## src/rtl/kfr_pkg.sv

```systemverilog
// package for the keyed fifo with requeue
// command, status and cell operation codes; no dependencies
`timescale 1ns / 1ps

package kfr_pkg;

    typedef enum logic [1:0] {
        CMD_ADMIT = 2'd0,
        CMD_PEEK  = 2'd1,
        CMD_SERVE = 2'd2,
        CMD_LEAVE = 2'd3
    } t_cmd;

    typedef enum logic [2:0] {
        ST_OK         = 3'd0,
        ST_FULL       = 3'd1,
        ST_EMPTY      = 3'd2,
        ST_NOT_PEEKED = 3'd3,
        ST_NOT_FOUND  = 3'd4,
        ST_AT_FRONT   = 3'd5
    } t_status;

    // operation broadcast to every cell of the chain
    typedef enum logic [2:0] {
        OP_HOLD    = 3'd0,
        OP_ADMIT   = 3'd1,
        OP_SERVE   = 3'd2,
        OP_CLEAR   = 3'd3,
        OP_SCAN    = 3'd4,
        OP_REQUEUE = 3'd5
    } t_cell_op;

endpackage

```

## src/rtl/kfr_if.sv

```systemverilog
// request and response channel interfaces of the keyed fifo
// depends on kfr_pkg
`timescale 1ns / 1ps

interface kfr_req_if #(
    parameter int KEY_BITS = 32
);
    logic                valid;
    logic                ready;
    kfr_pkg::t_cmd       command;
    logic [KEY_BITS-1:0] key;

    modport source (output valid, command, key, input ready);
    modport sink   (input valid, command, key, output ready);
endinterface

interface kfr_rsp_if #(
    parameter int KEY_BITS = 32,
    parameter int CNT_BITS = 5
);
    logic                valid;
    logic                ready;
    kfr_pkg::t_status    status;
    logic [KEY_BITS-1:0] front_key;
    logic [CNT_BITS-1:0] occupancy;

    modport source (output valid, status, front_key, occupancy, input ready);
    modport sink   (input valid, status, front_key, occupancy, output ready);
endinterface

```

## src/rtl/kfr_cell.sv

```systemverilog
// one queue slot: holds a key, compares it and shifts toward the front
// depends on kfr_pkg
`timescale 1ns / 1ps

module kfr_cell #(
    parameter int INDEX    = 0,
    parameter int KEY_BITS = 32,
    parameter int CNT_BITS = 5
) (
    input  logic                i_clk,
    input  logic                i_rst_n,
    input  kfr_pkg::t_cell_op   i_op,
    input  logic [CNT_BITS-1:0] i_count,
    input  logic [KEY_BITS-1:0] i_key,
    input  logic [KEY_BITS-1:0] i_next_key,
    input  logic                i_after,
    output logic [KEY_BITS-1:0] o_key,
    output logic                o_after
);
    import kfr_pkg::*;

    localparam logic [CNT_BITS-1:0] IDX      = CNT_BITS'(INDEX);
    localparam logic [CNT_BITS-1:0] IDX_NEXT = CNT_BITS'(INDEX + 1);

    logic [KEY_BITS-1:0] r_key;
    logic [KEY_BITS-1:0] n_key;
    logic                r_after;
    logic                n_after;
    logic                w_hit;
    logic                w_past_hit;

    assign w_hit      = (IDX < i_count) && (r_key == i_key);
    // this slot is at or behind the first match
    assign w_past_hit = r_after || w_hit;
    assign o_after    = w_past_hit;
    assign o_key      = r_key;

    always_comb begin
        n_key   = r_key;
        n_after = r_after;
        unique case (i_op)
            OP_HOLD: begin
            end
            OP_ADMIT: begin
                if (IDX == i_count) begin
                    n_key = i_key;
                end
            end
            OP_SERVE: begin
                n_key = i_next_key;
            end
            OP_CLEAR: begin
                n_after = 1'b0;
            end
            OP_SCAN: begin
                n_after = i_after;
            end
            OP_REQUEUE: begin
                // the matched key equals the search key, so the tail takes i_key
                if (w_past_hit) begin
                    if (IDX_NEXT == i_count) begin
                        n_key = i_key;
                    end else if (IDX_NEXT < i_count) begin
                        n_key = i_next_key;
                    end
                end
            end
            default: begin
            end
        endcase
    end

    always_ff @(posedge i_clk) begin
        r_key <= n_key;
        if (!i_rst_n) begin
            r_after <= 1'b0;
        end else begin
            r_after <= n_after;
        end
    end

endmodule

```

## src/rtl/keyed_fifo_with_requeue.sv

```systemverilog
// keyed fifo with requeue: top level, control and the chain of cells
// depends on kfr_pkg, kfr_if and kfr_cell
`timescale 1ns / 1ps

// Usage
//   i_req carries one request (command, key); o_rsp returns exactly one response
//   (status, front_key, occupancy) per request, in order.
//   For admit, peek and serve the response is registered at the
//   accepting edge and is visible on o_rsp the cycle after.
//   Leave is done in steps: every cell compares its key at once,
//   then a "behind the first match" flag travels one cell per cycle down the
//   chain (QUEUE_DEPTH - 1 steps), and a final apply step moves the match to the tail.
//   One request is in work at a time; i_req.ready is high only while no leave
//   is in progress and the response register is empty or being drained.
//   If the receiver stalls, the response holds in its register and the block
//   takes no new request until it is taken.
//   After reset the queue is empty, the peek flag is clear and no response is
//   pending; key storage is not cleared, only slots below the count are read.
//   Serve removes the front only after a peek; every serve clears that flag.
module keyed_fifo_with_requeue #(
    parameter int QUEUE_DEPTH = 16,
    parameter int KEY_BITS    = 32
) (
    input logic     i_clk,
    input logic     i_rst_n,
    kfr_req_if.sink i_req,
    kfr_rsp_if.source o_rsp
);
    import kfr_pkg::*;

    localparam int CNT_BITS  = $clog2(QUEUE_DEPTH + 1);
    localparam int SCAN_BITS = $clog2(QUEUE_DEPTH);

    localparam logic [CNT_BITS-1:0]  CNT_FULL  = CNT_BITS'(QUEUE_DEPTH);
    localparam logic [CNT_BITS-1:0]  CNT_ONE   = CNT_BITS'(1);
    localparam logic [SCAN_BITS-1:0] SCAN_LAST = SCAN_BITS'(QUEUE_DEPTH - 2);
    localparam logic [SCAN_BITS-1:0] SCAN_ONE  = SCAN_BITS'(1);

    typedef enum logic [2:0] {
        S_IDLE  = 3'b001,
        S_SCAN  = 3'b010,
        S_APPLY = 3'b100
    } t_state;

    t_state               r_state, n_state;
    logic [CNT_BITS-1:0]  r_count, n_count;
    logic                 r_armed, n_armed;
    logic [SCAN_BITS-1:0] r_scan, n_scan;
    logic [KEY_BITS-1:0]  r_key, n_key;
    logic                 r_out_valid, n_out_valid;
    t_status              r_rsp_status, n_rsp_status;
    logic [KEY_BITS-1:0]  r_rsp_front, n_rsp_front;
    logic [CNT_BITS-1:0]  r_rsp_occ, n_rsp_occ;

    t_cell_op             w_op;
    logic [KEY_BITS-1:0]  w_cell_key;
    logic                 w_accept;
    logic                 w_out_take;
    logic [KEY_BITS-1:0]  w_key [QUEUE_DEPTH];
    logic [KEY_BITS-1:0]  w_next_key [QUEUE_DEPTH];
    logic                 w_after [QUEUE_DEPTH+1];

    assign i_req.ready = (r_state == S_IDLE) && (!r_out_valid || o_rsp.ready);
    assign w_accept    = i_req.valid && i_req.ready;
    assign w_out_take  = r_out_valid && o_rsp.ready;

    assign o_rsp.valid     = r_out_valid;
    assign o_rsp.status    = r_rsp_status;
    assign o_rsp.front_key = r_rsp_front;
    assign o_rsp.occupancy = r_rsp_occ;

    assign w_cell_key = (r_state == S_IDLE) ? i_req.key : r_key;
    assign w_after[0] = 1'b0;

    for (genvar g = 0; g < QUEUE_DEPTH; g++) begin : g_cell
        if (g == QUEUE_DEPTH - 1) begin : g_last
            assign w_next_key[g] = '0;
        end else begin : g_mid
            assign w_next_key[g] = w_key[g+1];
        end

        kfr_cell #(
            .INDEX    (g),
            .KEY_BITS (KEY_BITS),
            .CNT_BITS (CNT_BITS)
        ) u_cell (
            .i_clk      (i_clk),
            .i_rst_n    (i_rst_n),
            .i_op       (w_op),
            .i_count    (r_count),
            .i_key      (w_cell_key),
            .i_next_key (w_next_key[g]),
            .i_after    (w_after[g]),
            .o_key      (w_key[g]),
            .o_after    (w_after[g+1])
        );
    end

    always_comb begin
        n_state      = r_state;
        n_count      = r_count;
        n_armed      = r_armed;
        n_scan       = r_scan;
        n_key        = r_key;
        n_out_valid  = r_out_valid && !w_out_take;
        n_rsp_status = r_rsp_status;
        n_rsp_front  = r_rsp_front;
        n_rsp_occ    = r_rsp_occ;
        w_op         = OP_HOLD;

        unique case (r_state)
            S_IDLE: begin
                if (w_accept) begin
                    n_rsp_status = ST_OK;
                    n_rsp_front  = '0;
                    n_out_valid  = 1'b1;
                    unique case (i_req.command)
                        CMD_ADMIT: begin
                            if (r_count == CNT_FULL) begin
                                n_rsp_status = ST_FULL;
                            end else begin
                                w_op    = OP_ADMIT;
                                n_count = r_count + CNT_ONE;
                            end
                        end
                        CMD_PEEK: begin
                            if (r_count != '0) begin
                                n_rsp_front = w_key[0];
                                n_armed     = 1'b1;
                            end else begin
                                n_rsp_status = ST_EMPTY;
                                n_armed      = 1'b0;
                            end
                        end
                        CMD_SERVE: begin
                            n_armed = 1'b0;
                            if (!r_armed) begin
                                n_rsp_status = ST_NOT_PEEKED;
                            end else if (r_count == '0) begin
                                n_rsp_status = ST_EMPTY;
                            end else begin
                                w_op    = OP_SERVE;
                                n_count = r_count - CNT_ONE;
                            end
                        end
                        CMD_LEAVE: begin
                            // no response until the match flag has crossed the chain
                            n_out_valid = 1'b0;
                            w_op        = OP_CLEAR;
                            n_key       = i_req.key;
                            n_scan      = '0;
                            n_state     = S_SCAN;
                        end
                        default: begin
                        end
                    endcase
                    n_rsp_occ = n_count;
                end
            end
            S_SCAN: begin
                w_op = OP_SCAN;
                if (r_scan == SCAN_LAST) begin
                    n_state = S_APPLY;
                end else begin
                    n_scan = r_scan + SCAN_ONE;
                end
            end
            S_APPLY: begin
                n_out_valid = 1'b1;
                n_rsp_front = '0;
                n_rsp_occ   = r_count;
                n_state     = S_IDLE;
                // flag out of the last cell tells whether any slot matched
                if (!w_after[QUEUE_DEPTH]) begin
                    n_rsp_status = ST_NOT_FOUND;
                end else if (w_after[1]) begin
                    n_rsp_status = ST_AT_FRONT;
                end else begin
                    n_rsp_status = ST_OK;
                    w_op         = OP_REQUEUE;
                end
            end
            default: begin
                n_state = S_IDLE;
            end
        endcase
    end

    always_ff @(posedge i_clk) begin
        r_key        <= n_key;
        r_scan       <= n_scan;
        r_rsp_status <= n_rsp_status;
        r_rsp_front  <= n_rsp_front;
        r_rsp_occ    <= n_rsp_occ;
        if (!i_rst_n) begin
            r_state     <= S_IDLE;
            r_count     <= '0;
            r_armed     <= 1'b0;
            r_out_valid <= 1'b0;
        end else begin
            r_state     <= n_state;
            r_count     <= n_count;
            r_armed     <= n_armed;
            r_out_valid <= n_out_valid;
        end
    end

    a_count_bound: assert property (@(posedge i_clk) disable iff (!i_rst_n)
        r_count <= CNT_FULL)
        else $error("queue count above depth");

    a_armed_nonempty: assert property (@(posedge i_clk) disable iff (!i_rst_n)
        r_armed |-> (r_count != '0))
        else $error("peek flag armed on an empty queue");

    a_serve_shrinks: assert property (@(posedge i_clk) disable iff (!i_rst_n)
        (w_accept && (i_req.command == CMD_SERVE) && r_armed && (r_count != '0))
        |=> (r_count == $past(r_count) - CNT_ONE))
        else $error("serve did not remove one entry");

    a_leave_keeps_count: assert property (@(posedge i_clk) disable iff (!i_rst_n)
        (r_state == S_APPLY) |=> (r_out_valid && (r_rsp_occ == $past(r_count))
        && (r_count == $past(r_count))))
        else $error("leave changed occupancy or lost its response");

endmodule

```

## src/flat_wrapper.sv

```systemverilog
// flat-port wrapper written by rule: the top's interface ports become plain ports
module keyed_fifo_with_requeue_flat import kfr_pkg::*;
#(
    parameter int QUEUE_DEPTH = 16,
    parameter int KEY_BITS    = 32
)
  (i_clk, i_rst_n, i_req_valid, i_req_command, i_req_key, i_req_ready, o_rsp_valid, o_rsp_status, o_rsp_front_key, o_rsp_occupancy, o_rsp_ready);
  kfr_req_if #(.KEY_BITS(KEY_BITS)) i_req_i ();
  kfr_rsp_if #(.KEY_BITS(KEY_BITS), .CNT_BITS((5))) o_rsp_i ();
  input logic i_clk;
  input logic i_rst_n;
  input wire logic [$bits(i_req_i.valid)-1:0] i_req_valid;
  input wire logic [$bits(i_req_i.command)-1:0] i_req_command;
  input wire logic [$bits(i_req_i.key)-1:0] i_req_key;
  output wire logic [$bits(i_req_i.ready)-1:0] i_req_ready;
  output wire logic [$bits(o_rsp_i.valid)-1:0] o_rsp_valid;
  output wire logic [$bits(o_rsp_i.status)-1:0] o_rsp_status;
  output wire logic [$bits(o_rsp_i.front_key)-1:0] o_rsp_front_key;
  output wire logic [$bits(o_rsp_i.occupancy)-1:0] o_rsp_occupancy;
  input wire logic [$bits(o_rsp_i.ready)-1:0] o_rsp_ready;
  assign i_req_i.valid = i_req_valid;
  assign i_req_i.command = i_req_command;
  assign i_req_i.key = i_req_key;
  assign i_req_ready = i_req_i.ready;
  assign o_rsp_valid = o_rsp_i.valid;
  assign o_rsp_status = o_rsp_i.status;
  assign o_rsp_front_key = o_rsp_i.front_key;
  assign o_rsp_occupancy = o_rsp_i.occupancy;
  assign o_rsp_i.ready = o_rsp_ready;
  keyed_fifo_with_requeue #(.QUEUE_DEPTH(QUEUE_DEPTH), .KEY_BITS(KEY_BITS)) u_core (.i_clk(i_clk), .i_rst_n(i_rst_n), .i_req(i_req_i), .o_rsp(o_rsp_i));
endmodule
```

## config.mk

```make
export PLATFORM = sky130hd
export DESIGN_NAME = keyed_fifo_with_requeue_flat
export DESIGN_NICKNAME = d
export VERILOG_FILES = /design/src/rtl/kfr_pkg.sv /design/src/rtl/kfr_if.sv /design/src/rtl/kfr_cell.sv /design/src/rtl/keyed_fifo_with_requeue.sv /design/src/flat_wrapper.sv
export SDC_FILE = /design/constraint.sdc
export NUM_CORES = 2
export LEC_CHECK = 0
export ABC_AREA = 1
export BUFFER_PORTS_ARGS = -buffer_cell sky130_fd_sc_hd__buf_2
export CAP_MARGIN = 15
export CORE_MARGIN = 2
export CORE_UTILIZATION = 55
export CTS_CLUSTER_DIAMETER = 100
export DETAILED_ROUTE_END_ITERATION = 10
export HOLD_SLACK_MARGIN = 0.05
export PLACE_DENSITY = 0.75
export SETUP_SLACK_MARGIN = 0.05
export SLEW_MARGIN = 10
export SYNTH_ARGS = -nofsm -noshare
export SYNTH_HDL_FRONTEND = slang
export SYNTH_SLANG_ARGS = --single-unit
```

## constraint.sdc

```tcl
create_clock -name i_clk -period 4 [get_ports i_clk]
set_clock_uncertainty 0.2 [all_clocks]
set_input_delay 0.6 -clock i_clk [delete_from_list [all_inputs] [get_ports i_clk]]
set_output_delay 0.6 -clock i_clk [all_outputs]
set_load 0.02 [all_outputs]
```

==> results.json <==
{
  "globalRoute.totalOverflow": 0,
  "dpl_cell_area_um2": 41400,
  "cp-start-kind": "flip-flop",
  "synthCells": 4859,
  "r2r_depth": 17,
  "drtIter0Drc": 5041,
  "post_synthesis_register_bit_count": 613,
  "floorplan.core_area_um2": 71100,
  "grt_pass1_vias": 32000,
  "vdd_drop_max_v": 0.000326,
  "tightestPinTransition_ns": 0.990,
  "reg2reg_capture_point": "u_core.g_cell[9].u_cell.o_key[2]$_DFFE_PP_",
  "flow.area_growth_from_synthesis_pct": 11.8,
  "report.final.hold_viol_count": 0,
  "floorplan.rows": 98,
  "synth_top_family_by_area": "simple AND/OR/NAND/NOR gates",
  "yosys.area.top_type": "sky130_fd_sc_hd__edfxtp_1",
  "post_synth_xor_area_fraction": 0.0661,
  "tritoncts.num_buffers": 70,
  "pwr_density_cell_nw_per_um2": 425,
  "tritoncts": "done",
  "antenna_cells": 0,
  "cts.root.buffer_cell": "sky130_fd_sc_hd__clkbuf_16",
  "post_synth_main_area_contributors": "sky130_fd_sc_hd__edfxtp_1, sky130_fd_sc_hd__nand2_1, sky130_fd_sc_hd__o211ai_1, sky130_fd_sc_hd__nand3_1, sky130_fd_sc_hd__xor2_1",
  "maxSlewViolCount": 0,
  "layout-drive-gt1-share": 0.106,
  "average_detailed_routed_wire_length_per_instance_um": 20.7,
  "synth_seq_area_share": 0.462,
  "finalHoldWorstSlack_ns": 0.0715,
  "cts_sinks": 613,
  "setup.worst_path.end_class": "flip-flop",
  "final_nets": 4895,
  "fin_area_um2": 44000,
  "grtUsageMet2": 0.463,
  "cp_data_required_time_ns": 4.11,
  "postSynth.topFlopCell": "sky130_fd_sc_hd__edfxtp_1",
  "number_of_antenna_violations_at_the_first_check_in_global_routing": 0,
  "synth_edf_count": 588,
  "htreeDepth": 3,
  "drtPass1Iterations": 6,
  "synth_nets": 4908,
  "grt_usage": 0.322,
  "dr_total_vias": 35800,
  "data_arrival_time_of_the_worst_path_ns": 3.87,
  "die_height_um": 271,
  "criticalPathCategory": "flip-flop to flip-flop",
  "worst_case_setup_slack_after_placement_ns": 0.203,
  "crit_fanout": 45,
  "final-instance-count-excl-fill": 5852,
  "synth_mux_area_frac": 0,
  "synth_top_cell_area_share": 0.449,
  "dp.cells": 5692,
  "synth_area_per_inst_um2": 8.10,
  "drv.max_cap_violation_count": 0,
  "timing.final.crit_period_ns": 3.76,
  "max-slew-margin-rel": 0.338,
  "synth-simple-area-share": 0.281,
  "drcViolationCount": 0,
  "timing.hold.worst.class": "input pin to flip-flop",
  "grtUsageMet1": 0.476,
  "synth_fa_ha_area_frac": 0.00350,
  "reg2reg_from": "u_core.r_state[1]$_SDFFE_PN0P_",
  "setup_total_negative_slack_ns": 0,
  "post-route-period-util": 0.941,
  "synth_commonest_cells": "sky130_fd_sc_hd__nand2_1, sky130_fd_sc_hd__edfxtp_1, sky130_fd_sc_hd__nand3_1",
  "groute.layer.met3.usage": 0.0584,
  "drt_wl_total_um": 121000,
  "setup_violations": 0,
  "place.detailed.hpwl_um": 82300,
  "io_buffer_count": 79,
  "yosysWarnings": 0,
  "rsz0062_at_grt": "no",
  "top_level_pins": 80,
  "setup.reg_to_reg.worst_slack_ns": 0.24,
  "grt-busiest-layer": "met1",
  "cp-startpoint": "u_core.r_state[1]$_SDFFE_PN0P_",
  "synth_cell_type_count": 40,
  "floorplan.initialDensity": 0.553,
  "complex_gate_fraction_of_the_synthesized_area": 0.118,
  "maxClockFrequency_ghz": 0.266,
  "postRouteAntennaNets": 0,
  "outcome": "finished clean",
  "ctsLongestPathBuffers": 3,
  "global_route_wire_length_before_repair_um": 186000,
  "die_footprint_um2": 73700,
  "yosys.cell_count.top_type": "sky130_fd_sc_hd__nand2_1",
  "fp.dieW_um": 271,
  "timing.critical_path.to": "u_core.g_cell[9].u_cell.o_key[2]$_DFFE_PP_",
  "grt_max_degree": 148,
  "final_gp_congestion": 0.941,
  "syn_area_um2": 39300,
  "cell_leakage_power_nw": 15.9,
  "detailed_route_vias_per_instance": 6.12,
  "worst_skew_pair.late_latency_ns": 0.63,
  "layout_setup_ws_ns": 0.235,
  "worst_setup_hold_path_clk_slew_ns": 0.06,
  "synthArstFlopShare": 0
}
-- layout by cell type, fill, tap and decap left out, drive strengths merged --
cell type,Yosys,layout
nand2,1584,1584
edfxtp,588,588
nand3,536,536
o211ai,461,461
nor2,303,303
inv,280,283
buf,128,252
xor2,236,236
o21ai,124,124
clkbuf,241,91
nand4,74,74
or2,65,65
xnor2,61,61
a21oi,57,57
nor3,53,53
dlygate4sd3,0,32
clkinv,3,31
dfxtp,25,25
o22ai,12,12
ha,11,11
o2111ai,5,5
bufinv,0,5
o221ai,3,3
nand3b,2,2
nor3b,2,2
o311ai,1,1
a221oi,1,1
o32ai,1,1
a32o,1,1
o21bai,1,1
clkinvlp,0,1
-- report_power, final --
part	internal [mW]	switching (mW)	leakage, nW
sequential	7.84	0.506	5.68
combinational	1.29	2.68	9.11
clock	3.63	2.72	1.07
total	12.8	5.91	15.9
-- layout make-up --
| type | count | area, um2 |
|---|---|---|
| clock buffers | 91 | 1870 |
| clock inverters | 37 | 318 |
| fillers | 5965 | 27100 |
| inverters | 283 | 1070 |
| multi-input cells | 3594 | 18700 |
| flip-flops and latches | 613 | 18200 |
| well taps | 950 | 1190 |
| repair buffers | 284 | 2650 |
-- worst min path at each step --
stage                                             startpoint                                             to  depth (start not counted)
2_1_floorplan  u_core.g_cell[13].u_cell.r_after$_SDFFE_PN0P_  u_core.g_cell[13].u_cell.r_after$_SDFFE_PN0P_                          2
3_3_place_gp    u_core.g_cell[9].u_cell.r_after$_SDFFE_PN0P_   u_core.g_cell[9].u_cell.r_after$_SDFFE_PN0P_                          2
3_5_place_dp    u_core.g_cell[1].u_cell.r_after$_SDFFE_PN0P_   u_core.g_cell[1].u_cell.r_after$_SDFFE_PN0P_                          2
4_1_cts                                         i_req_key[2]                      u_core.r_key[2]$_DFFE_PP_                          1
5_1_grt                                         i_req_key[2]                      u_core.r_key[2]$_DFFE_PP_                          1
6_report                                        i_req_key[2]                      u_core.r_key[2]$_DFFE_PP_                          1
-- layer usage --
layer  part of all wire  up-vias
met1               0.42    16700
met4              0.041        0
met3               0.12      264
met5                  0        -
met2               0.42     2272
li1                   -    16600
-- cell families after synthesis --
logic type      Yosys count
buf+inv                 652
simple gates           2619
fa+ha+maj                11
xor+xnor                297
flops                   613
compound gates          667
-- flip-flops by register name, summed over array words and instances, names as in the netlist --
register and count:
u_core.o_rsp.valid 1, u_core.o_rsp.front_key 32, u_core.r_key 32, u_core.o_rsp.status 3, u_core.g_cell.u_cell.o_key 512, u_core.r_armed 1, u_core.r_scan 4, u_core.o_rsp.occupancy 5
u_core.r_count 5, u_core.r_state 3, u_core.g_cell.u_cell.r_after 15
-- worst max-delay path, cell delays in order (launching register included) --
cell,delay (ns)
sky130_fd_sc_hd__dfxtp_2,0.37
sky130_fd_sc_hd__inv_2,0.08
sky130_fd_sc_hd__nand3_4,0.12
sky130_fd_sc_hd__buf_12,0.26
sky130_fd_sc_hd__nand2_1,0.14
sky130_fd_sc_hd__o21ai_4,0.11
sky130_fd_sc_hd__buf_4,0.38
sky130_fd_sc_hd__xnor2_1,0.12
sky130_fd_sc_hd__nor3_1,0.46
sky130_fd_sc_hd__nand2_1,0.11
sky130_fd_sc_hd__nor2_1,0.30
sky130_fd_sc_hd__nand2_1,0.11
sky130_fd_sc_hd__nand2_1,0.10
sky130_fd_sc_hd__nand2_1,0.05
sky130_fd_sc_hd__nand2_1,0.06
sky130_fd_sc_hd__nand2_1,0.08
sky130_fd_sc_hd__nor2_4,0.14
sky130_fd_sc_hd__buf_12,0.20
-- per-stage QoR --
| stage | total power, mW | util |
|---|---|---|
| floorplan | 10.8 | - |
| global placement | 12.2 | 0.583 |
| detailed placement | 12.3 | 0.583 |
| CTS | 18.6 | 0.618 |
| global route | 19.3 | 0.618 |
| finish | 18.7 | 0.618 |
-- what timing repair did --
action | in CTS | in global routing
hold endpoints to repair | 32 | 0
setup endpoints to repair | 0 | 136
resized for setup | 0 | 10
setup buffers | 0 | 0
hold buffers | 32 | 0
Note: power is estimated with default switching activity, not from simulation.
